<file path="config.mk">
export PLATFORM = sky130hd
export DESIGN_NAME = addressable_led_serializer
export DESIGN_NICKNAME = d
export VERILOG_FILES = /design/src/hw/rtl/als_pkg.sv /design/src/hw/rtl/als_ram.sv /design/src/hw/rtl/als_frame.sv /design/src/hw/rtl/addressable_led_serializer.sv
export VERILOG_INCLUDE_DIRS = /design/src /design/src/hw/rtl
export SDC_FILE = /design/constraint.sdc
export NUM_CORES = 2
export LEC_CHECK = 0
export BUFFER_PORTS_ARGS = -buffer_cell sky130_fd_sc_hd__buf_2
export CORE_ASPECT_RATIO = 1.75
export CORE_MARGIN = 4
export CORE_UTILIZATION = 46
export DETAILED_ROUTE_END_ITERATION = 8
export GPL_TIMING_DRIVEN = 0
export RECOVER_POWER = 50
export SLEW_MARGIN = 25
export SYNTH_ARGS = -nofsm -noshare
export SYNTH_HDL_FRONTEND = slang
export SYNTH_SLANG_ARGS = --single-unit
export TNS_END_PERCENT = 20
</file>
<file path="constraint.sdc">
create_clock -name clk -period 8.9 [get_ports clk]
set_clock_uncertainty 0.15 [all_clocks]
set_input_delay 0 -clock clk [delete_from_list [all_inputs] [get_ports clk]]
set_output_delay 0 -clock clk [all_outputs]
set_load 0.02 [all_outputs]
</file>
<file path="src/hw/rtl/addressable_led_serializer_defines.svh">
// Assertion macros for the addressable LED serializer.
// Used by the top level only; the bodies are empty when SYNTHESIS is defined.
`ifndef ADDRESSABLE_LED_SERIALIZER_DEFINES_SVH
`define ADDRESSABLE_LED_SERIALIZER_DEFINES_SVH
`ifndef SYNTHESIS
`define ALS_ASSERT_IMP(label, ante, cons) \
  label: assert property (@(posedge clk) disable iff (rst) (ante) |-> (cons)) \
    else $error("addressable_led_serializer: check failed");
`define ALS_ASSERT_NEXT(label, ante, cons) \
  label: assert property (@(posedge clk) disable iff (rst) (ante) |=> (cons)) \
    else $error("addressable_led_serializer: check failed");
`else
`define ALS_ASSERT_IMP(label, ante, cons)
`define ALS_ASSERT_NEXT(label, ante, cons)
`endif
`endif

</file>
<file path="src/hw/rtl/als_pkg.sv">
// Shared types and constants of the addressable LED serializer.
// No dependencies; imported by every module of the block.
package als_pkg;

  localparam int MAX_LEDS_DEFAULT = 64;
  localparam int PIXEL_W          = 32;

  localparam logic [15:0] HIGH_ONE_RESET    = 16'd58;
  localparam logic [15:0] HIGH_ZERO_RESET   = 16'd29;
  localparam logic [15:0] PERIOD_RESET      = 16'd89;
  localparam logic [9:0]  RESET_SLOTS_RESET = 10'd50;
  localparam logic [6:0]  ACTIVE_RESET      = 7'd64;
  localparam logic        WHITE_RESET       = 1'b0;

  typedef enum logic [1:0] {
    OP_WRITE = 2'd0,
    OP_FILL  = 2'd1,
    OP_START = 2'd2,
    OP_TICK  = 2'd3
  } op_t;

  typedef enum logic [2:0] {
    REG_HIGH_ONE    = 3'd0,
    REG_HIGH_ZERO   = 3'd1,
    REG_PERIOD      = 3'd2,
    REG_RESET_SLOTS = 3'd3,
    REG_ACTIVE      = 3'd4,
    REG_WHITE       = 3'd5
  } reg_idx_t;

  typedef enum logic [2:0] {
    PH_IDLE  = 3'b001,
    PH_DATA  = 3'b010,
    PH_RESET = 3'b100
  } phase_t;

  typedef struct packed {
    op_t        operation;
    logic [7:0] pixel_index;
    logic [7:0] red;
    logic [7:0] green;
    logic [7:0] blue;
    logic [7:0] white;
  } in_item_t;

  typedef struct packed {
    logic line_level;
    logic busy_res;
    logic frame_done;
  } out_item_t;

  typedef struct packed {
    logic [15:0] high_ticks_one;
    logic [15:0] high_ticks_zero;
    logic [15:0] period_ticks;
    logic [9:0]  reset_slot_count;
    logic [6:0]  active_leds;
    logic        white_enable;
  } cfg_t;

  typedef struct packed {
    logic accept;
    logic start;
    logic tick;
  } frame_cmd_t;

  typedef struct packed {
    phase_t      phase;
    logic [1:0]  channel;
    logic [2:0]  bit_pos;
    logic [15:0] slot_tick;
    logic        done;
  } frame_state_t;

endpackage

</file>
<file path="src/hw/rtl/als_ram.sv">
// Generic single-port-write, single-port-read RAM with a registered read.
// Depends on als_pkg for its default sizes.
module als_ram import als_pkg::*; #(
  parameter int WIDTH = PIXEL_W,
  parameter int DEPTH = MAX_LEDS_DEFAULT,
  localparam int AW   = (DEPTH > 1) ? $clog2(DEPTH) : 1
) (
  input  logic             clk,
  input  logic             we,
  input  logic [AW-1:0]    waddr,
  input  logic [WIDTH-1:0] wdata,
  input  logic             re,
  input  logic [AW-1:0]    raddr,
  output logic [WIDTH-1:0] rdata
);

  logic [WIDTH-1:0] mem [DEPTH];

  always_ff @(posedge clk) begin
    if (we) begin
      mem[waddr] <= wdata;
    end
    if (re) begin
      rdata <= mem[raddr];
    end
  end

endmodule

</file>
<file path="src/hw/rtl/als_frame.sv">
// Frame sequencer: slot timer, bit, channel and pixel counters and the reset slots.
// Depends on als_pkg; driven by the top level once per accepted request.
module als_frame import als_pkg::*; #(
  parameter int MAX_LEDS = MAX_LEDS_DEFAULT,
  localparam int AW      = (MAX_LEDS > 1) ? $clog2(MAX_LEDS) : 1,
  localparam int CW      = $clog2(MAX_LEDS + 1),
  localparam int KW      = (CW > 8) ? CW : 8
) (
  input  logic          clk,
  input  logic          rst,
  input  frame_cmd_t    cmd,
  input  cfg_t          cfg,
  input  logic [KW-1:0] led_cnt,
  output frame_state_t  fs,
  output logic [AW-1:0] pixel_pos_next
);

  phase_t      phase, phase_next;
  logic [AW-1:0] pixel_pos;
  logic [1:0]  channel, channel_next;
  logic [2:0]  bit_pos, bit_pos_next;
  logic [15:0] slot_tick, slot_tick_next;
  logic [9:0]  sent, sent_next;
  logic        done, done_next;
  logic [2:0]  channels;

  assign channels = cfg.white_enable ? 3'd4 : 3'd3;

  always_comb begin
    phase_next     = phase;
    pixel_pos_next = pixel_pos;
    channel_next   = channel;
    bit_pos_next   = bit_pos;
    slot_tick_next = slot_tick;
    sent_next      = sent;
    done_next      = 1'b0;
    if (cmd.start && phase == PH_IDLE) begin
      pixel_pos_next = '0;
      channel_next   = '0;
      bit_pos_next   = '0;
      slot_tick_next = '0;
      sent_next      = '0;
      if (led_cnt != '0) begin
        phase_next = PH_DATA;
      end else if (cfg.reset_slot_count == '0) begin
        phase_next = PH_IDLE;
        done_next  = 1'b1;
      end else begin
        phase_next = PH_RESET;
      end
    end else if (cmd.tick && phase != PH_IDLE) begin
      if (slot_tick < cfg.period_ticks) begin
        slot_tick_next = slot_tick + 16'd1;
      end else begin
        slot_tick_next = '0;
        if (phase == PH_DATA) begin
          if (bit_pos != 3'd7) begin
            bit_pos_next = bit_pos + 3'd1;
          end else begin
            bit_pos_next = '0;
            if ({1'b0, channel} + 3'd1 < channels) begin
              channel_next = channel + 2'd1;
            end else begin
              channel_next = '0;
              if (KW'(pixel_pos) + KW'(1) < led_cnt) begin
                pixel_pos_next = pixel_pos + AW'(1);
              end else begin
                pixel_pos_next = '0;
                sent_next      = '0;
                if (cfg.reset_slot_count == '0) begin
                  phase_next = PH_IDLE;
                  done_next  = 1'b1;
                end else begin
                  phase_next = PH_RESET;
                end
              end
            end
          end
        end else if ({1'b0, sent} + 11'd1 >= {1'b0, cfg.reset_slot_count}) begin
          sent_next  = '0;
          phase_next = PH_IDLE;
          done_next  = 1'b1;
        end else begin
          sent_next = sent + 10'd1;
        end
      end
    end
  end

  always_ff @(posedge clk) begin
    if (rst) begin
      phase     <= PH_IDLE;
      pixel_pos <= '0;
      channel   <= '0;
      bit_pos   <= '0;
      slot_tick <= '0;
      sent      <= '0;
      done      <= 1'b0;
    end else if (cmd.accept) begin
      phase     <= phase_next;
      pixel_pos <= pixel_pos_next;
      channel   <= channel_next;
      bit_pos   <= bit_pos_next;
      slot_tick <= slot_tick_next;
      sent      <= sent_next;
      done      <= done_next;
    end
  end

  assign fs = '{phase: phase, channel: channel, bit_pos: bit_pos,
                slot_tick: slot_tick, done: done};

endmodule

</file>
<file path="src/hw/rtl/addressable_led_serializer.sv">
// Channel  Handshake           Payload
// in       in_valid/in_stall   in_req  (in_item_t: operation, index, colors)
// out      out_valid/out_stall out_res (out_item_t: line level, busy, frame done)
// cfg      cfg_we              cfg_index, cfg_data
// A write, start or tick request: accept, then the pixel read, whose result is registered once the output is free.
// A fill request sweeps the pixel RAM one entry a cycle, then reads out like the others.
// After reset a clearing pass zeroes every RAM entry with in_stall high.
// The result sits in an output register, so a new request is taken while it waits.
// Depends on als_pkg, als_ram, als_frame and the assertion macro header.
`include "addressable_led_serializer_defines.svh"
module addressable_led_serializer import als_pkg::*; #(
  parameter int MAX_LEDS = MAX_LEDS_DEFAULT
) (
  input  logic        clk,
  input  logic        rst,
  input  logic        in_valid,
  output logic        in_stall,
  input  in_item_t    in_req,
  output logic        out_valid,
  input  logic        out_stall,
  output out_item_t   out_res,
  input  logic        cfg_we,
  input  logic [2:0]  cfg_index,
  input  logic [15:0] cfg_data
);

  localparam int AW = (MAX_LEDS > 1) ? $clog2(MAX_LEDS) : 1;
  localparam int CW = $clog2(MAX_LEDS + 1);
  localparam int KW = (CW > 8) ? CW : 8;

  typedef enum logic [3:0] {
    SQ_CLEAR = 4'b0001,
    SQ_IDLE  = 4'b0010,
    SQ_FILL  = 4'b0100,
    SQ_LOOK  = 4'b1000
  } sq_t;

  sq_t            sq, sq_next;
  cfg_t           cfg;
  logic [KW-1:0]  led_cnt;
  logic           acc, wr_hit, out_free, sweep_last;
  logic [AW-1:0]  sweep, rd_pos;
  logic [31:0]    word, fill_word, fwd_word, cur_word, rdata;
  logic           fwd;
  logic           ram_we;
  logic [AW-1:0]  ram_waddr;
  logic [31:0]    ram_wdata;
  logic [7:0]     cur_byte;
  logic           cur_bit, level;
  logic [15:0]    high_time;
  frame_cmd_t     cmd;
  frame_state_t   fs;

  always_ff @(posedge clk) begin
    if (rst) begin
      cfg <= '{high_ticks_one: HIGH_ONE_RESET, high_ticks_zero: HIGH_ZERO_RESET,
               period_ticks: PERIOD_RESET, reset_slot_count: RESET_SLOTS_RESET,
               active_leds: ACTIVE_RESET, white_enable: WHITE_RESET};
    end else if (cfg_we) begin
      case (cfg_index)
        REG_HIGH_ONE:    cfg.high_ticks_one   <= cfg_data;
        REG_HIGH_ZERO:   cfg.high_ticks_zero  <= cfg_data;
        REG_PERIOD:      cfg.period_ticks     <= cfg_data;
        REG_RESET_SLOTS: cfg.reset_slot_count <= cfg_data[9:0];
        REG_ACTIVE:      cfg.active_leds      <= cfg_data[6:0];
        REG_WHITE:       cfg.white_enable     <= cfg_data[0];
        default: ;
      endcase
    end
  end

  assign led_cnt = (KW'(cfg.active_leds) > KW'(MAX_LEDS)) ? KW'(MAX_LEDS)
                                                          : KW'(cfg.active_leds);

  assign in_stall   = (sq != SQ_IDLE);
  assign acc        = in_valid && !in_stall;
  assign word       = {in_req.green, in_req.red, in_req.blue, in_req.white};
  assign wr_hit     = acc && in_req.operation == OP_WRITE
                      && KW'(in_req.pixel_index) < led_cnt;
  assign sweep_last = (sweep == AW'(MAX_LEDS - 1));
  assign out_free   = !out_valid || !out_stall;

  assign cmd = '{accept: acc,
                 start: acc && in_req.operation == OP_START,
                 tick: acc && in_req.operation == OP_TICK};

  als_frame #(.MAX_LEDS(MAX_LEDS)) u_frame (
    .clk            (clk),
    .rst            (rst),
    .cmd            (cmd),
    .cfg            (cfg),
    .led_cnt        (led_cnt),
    .fs             (fs),
    .pixel_pos_next (rd_pos)
  );

  always_comb begin
    ram_we    = wr_hit;
    ram_waddr = AW'(in_req.pixel_index);
    ram_wdata = word;
    if (sq == SQ_CLEAR || sq == SQ_FILL) begin
      ram_we    = 1'b1;
      ram_waddr = sweep;
      ram_wdata = (sq == SQ_FILL) ? fill_word : '0;
    end
  end

  als_ram #(.WIDTH(PIXEL_W), .DEPTH(MAX_LEDS)) u_store (
    .clk   (clk),
    .we    (ram_we),
    .waddr (ram_waddr),
    .wdata (ram_wdata),
    .re    (acc),
    .raddr (rd_pos),
    .rdata (rdata)
  );

  always_comb begin
    sq_next = sq;
    case (sq)
      SQ_CLEAR: if (sweep_last) sq_next = SQ_IDLE;
      SQ_IDLE: begin
        if (acc) begin
          sq_next = (in_req.operation == OP_FILL) ? SQ_FILL : SQ_LOOK;
        end
      end
      SQ_FILL:  if (sweep_last) sq_next = SQ_LOOK;
      SQ_LOOK:  if (out_free) sq_next = SQ_IDLE;
      default:  sq_next = SQ_IDLE;
    endcase
  end

  always_ff @(posedge clk) begin
    if (rst) begin
      sq    <= SQ_CLEAR;
      sweep <= '0;
    end else begin
      sq <= sq_next;
      if (sq == SQ_CLEAR || sq == SQ_FILL) begin
        sweep <= sweep_last ? '0 : sweep + AW'(1);
      end
    end
  end

  // A fill leaves every entry equal to the fill word, so the read is bypassed.
  always_ff @(posedge clk) begin
    if (acc) begin
      fwd       <= wr_hit && AW'(in_req.pixel_index) == rd_pos;
      fwd_word  <= word;
      fill_word <= word;
    end else if (sq == SQ_FILL && sweep_last) begin
      fwd      <= 1'b1;
      fwd_word <= fill_word;
    end
  end

  assign cur_word = fwd ? fwd_word : rdata;

  always_comb begin
    case (fs.channel)
      2'd0:    cur_byte = cur_word[31:24];
      2'd1:    cur_byte = cur_word[23:16];
      2'd2:    cur_byte = cur_word[15:8];
      default: cur_byte = cur_word[7:0];
    endcase
  end

  assign cur_bit   = cur_byte[3'd7 - fs.bit_pos];
  assign high_time = cur_bit ? cfg.high_ticks_one : cfg.high_ticks_zero;
  assign level     = (fs.phase == PH_DATA) && (fs.slot_tick < high_time);

  always_ff @(posedge clk) begin
    if (rst) begin
      out_valid <= 1'b0;
    end else if (sq == SQ_LOOK && out_free) begin
      out_valid <= 1'b1;
    end else if (!out_stall) begin
      out_valid <= 1'b0;
    end
  end

  always_ff @(posedge clk) begin
    if (sq == SQ_LOOK && out_free) begin
      out_res <= '{line_level: level, busy_res: fs.phase != PH_IDLE,
                   frame_done: fs.done};
    end
  end

  `ALS_ASSERT_IMP(a_idle_line_low, out_valid && !out_res.busy_res, !out_res.line_level)
  `ALS_ASSERT_IMP(a_done_not_busy, out_valid && out_res.frame_done, !out_res.busy_res)
  `ALS_ASSERT_NEXT(a_accept_to_look, acc, sq == SQ_LOOK || sq == SQ_FILL)
  `ALS_ASSERT_NEXT(a_fill_holds_frame, sq == SQ_FILL, $stable(fs.slot_tick) && $stable(rd_pos))

endmodule

</file>
==> flow_summary_export.csv <==
group,metric,value,unit
drt,drc,0,
floorplan,rows,215,
timing,max_clock_freq,139,MHz
yosys,synthCells,6675,
outcome,violations,"max-capacitance violations, max-slew violations",
hold_path,min_path_type,"in2reg",
yosys,synth_enable_flop_cells,2148,
timing,period_needed,7.18,ns
power,finalPower,22.2,mW
floorplan,io_pins,71,
critical_path,worstSetupPathType,"reg2reg",
clocking,clock_sinks,2266,
critical_path,worst-path-max-fanout,10,
power,power_leakage,34.5,nW
place,gp_congestion,0.975,
critical_path,worstPathRequired,9.35,ns
final_layout,mostFrequentLayoutCells,"edfxtp_1 (2,148), nand2_1 (1,653), a21oi_1 (373)",
hold_path,hp-start,"cfg_index[2]",
floorplan,fp.coreArea,196000,um^2
critical_path,worst_setup_path_start_kind,"register",
grt,grt_pass1_vias,58700,
clocking,clkLatencyLatePin,0.86,ns
final_layout,stdcell_count,9970,
yosys,post_synth.cell_area_avg,13.6,um^2
place,post-dp-hpwl,222,mm
power,p_int,17.2,mW
yosys,synth_seq_area_share,73.7,%
drt,wl_per_cell,30.9,um
clocking,cts_buffer_depth,4,
clocking,cts_resized,0,
timing,worst_slack,1.72,ns
flow_run,drv_cap,42,
place,post-place-cells,9474,
yosys,yosysUniqueCellTypes,86,
clocking,cts-hold-fix-buffers,128,
critical_path,ff2ff_path_depth,15,
power,clock_power_share,38.8,%
timing,rsz0062_at_grt,"no",
critical_path,r2r-start,"u_frame.channel[0]",
timing,drv_slew,1843,
drt,drtIter0Drc,5669,
yosys,synthFlopType,"edfxtp_1",
final_layout,nets,7332,
yosys,synth_area,90700,um^2
grt,grt_pass1_wl,429,mm
critical_path,critPathCaptureType,"register",
power,cellPowerDensity,212,nW/um^2
grt,track_usage,29.6,%
clocking,numCtsBuffers,201,
power,power_switching,4.96,mW
clocking,clk_pin_slew,0.07,ns
clocking,cts_max_level,4,
grt,grt_overflow,0,
yosys,ys_warn_count,0,
yosys,synth-seq-cells,2266,
final_layout,final_common_cell,"edfxtp_1",
timing,tightest_slew,3.62,ns
timing,finalSetupTns,0,ns
final_layout,finish.utilization,53.3,%
yosys,synthesis.nets,6805,
clocking,cts_tree,"built",
final_layout,drive_above_1_share,9.89,%
drt,dr.pass1.iters,7,
floorplan,fp.dieH,596,um
outcome,outcome,"finished with violations",
timing,maxSlewHeadroom,-141,%
power,p_sw_share,22.4,%
final_layout,areaGrowthSynthToFinish,15.2,%
timing,fin_crit_sh,80.7,%
place,portBuffers,68,
timing,setup_viol_count_final,0,
critical_path,critPathLaunch,"u_frame.channel[0]",
drt,vias,59300,
timing,hold_violations,0,
drt,drt-vias-per-instance,5.94,
yosys,ys_async_sr_fraction,0,%
power,seq_power_share,55.2,%
grt,antenna_found_initial,18,
grt,grt_max_degree,65,
drt,routed_wl,308,mm
clocking,post-cts-setup-buffers,0,
clocking,cts-root-buf,"clkbuf_16",
power,combinationalPowerShare,6.0,%
floorplan,initial_utilization,46.3,%
floorplan,fp.dieW,344,um
place,pre_cts_slack,1.92,ns
drt,ant_nets,0,
floorplan,die_area,205000,um^2
critical_path,arrival,7.64,ns
power,ir_drop,0.000164,V
hold_path,hold_path_depth,6,
synth_stat cells (all sizes together), types with 6 or more instances:
cell,n,area share [%]
a22o,34,0.33
nand2,1664,6.9
xnor2,7,0.068
nand3,358,2.0
a21oi,383,2.1
a21o,9,0.074
inv,44,0.18
o22ai,66,0.46
dfxtp,118,2.6
a22oi,7,0.063
o211ai,16,0.13
nor3b,6,0.055
mux2,37,0.46
o21ai,121,0.67
a211oi,104,0.89
nand4,74,0.53
nor3,16,0.094
a311o,29,0.32
clkbuf,205,0.85
nor4,36,0.26
ha,64,0.88
nand3b,13,0.11
a31oi,130,0.90
a32oi,150,1.4
xor2,22,0.21
mux4,11,0.27
mux2i,227,2.5
and3,114,0.79
edfxtp,2148,71
buf,214,1.2
nor2,145,0.60
and2,7,0.048
a222oi,17,0.19
nand2b,12,0.091
worst paths after layout:
check                                          to  slack [ns]
worst max-delay path            u_store.rdata[14]        1.72
worst min-delay path                       cfg[0]        0.06
worst max register to register  u_store.rdata[14]        1.72
worst min register to register            cfg[41]        0.31
cell families (layout without fill, tap and decap cells):
family                     after synthesis  in the layout  synth area share (%)
xor gates and xnor gates                29             29                 0.280
buffers and inverters                  464           1137                  2.21
AOI/OAI and AO/OA                     1104           1104                  7.98
muxes                                  275            275                  3.24
other                                    0             18                     0
adders and majority gates               64             64                 0.883
and+or+nand+nor                       2473           2473                  11.7
DFF                                   2266           2266                  73.7
critical path: stages (launching register included):
cell      delay, ns
dfxtp_1        0.43
inv_1          0.09
ha_1           0.34
ha_1           0.29
nand2_1        0.04
o21ai_1        0.40
nand4_4        0.27
o21bai_2       0.93
clkbuf_1       0.90
a22oi_2        0.28
nand2_1        0.31
clkbuf_1       0.54
a21oi_1        0.09
nor4_1         0.76
a21oi_1        0.63
a311o_1        0.44
area by class of cell:
class	count	area, um^2
repair buffers	324	3640
plain buffers	419	1840
well taps	2604	3260
multi-input cells	3945	22500
inverters	45	169
flip-flops and latches	2266	66900
diodes	18	45.0
fillers	16200	91600
clock inverters	102	991
clock buffers	247	5270
per-stage QoR:
stage	instance area [um^2]	hold slack, ns
6_report	105000	0.0574
5_1_grt	104000	0.115
2_1_floorplan	90700	-0.0511
3_5_place_dp	98000	0.0741
4_1_cts	106000	0.0128
3_3_place_gp	94300	0.0542
flip-flops by register name (all words and copies together) (netlist names), 4 cells and up:
| name | count |
|---|---|
| u_frame.sent | 10 |
| u_store.mem | 2048 |
| u_store.rdata | 32 |
| sweep | 6 |
| u_frame.pixel_pos | 6 |
| u_frame.slot_tick | 16 |
| cfg | 66 |
| fwd_word | 32 |
| sq | 4 |
| fill_word | 32 |
power by group through the flow:
stage | Clock (mW) | Combinational, mW | Sequential, mW
after floorplan | 0 | 0.514 | 12.4
after global placement | 0 | 1.11 | 12.5
after detailed placement | 0 | 1.38 | 12.4
after CTS | 8.66 | 1.43 | 12.2
after global routing | 9.07 | 1.37 | 12.2
final | 8.60 | 1.33 | 12.2
layer usage:
layer	up-vias	GRT usage [%]	share of wire [%]
met5	-	0	0.013
met3	809	4.04	6.0
met4	6	24.5	11
met2	2534	52.1	50
met1	29800	31.2	33
li1	26100	-	-
No activity file was read; power rests on OpenSTA's default activity.
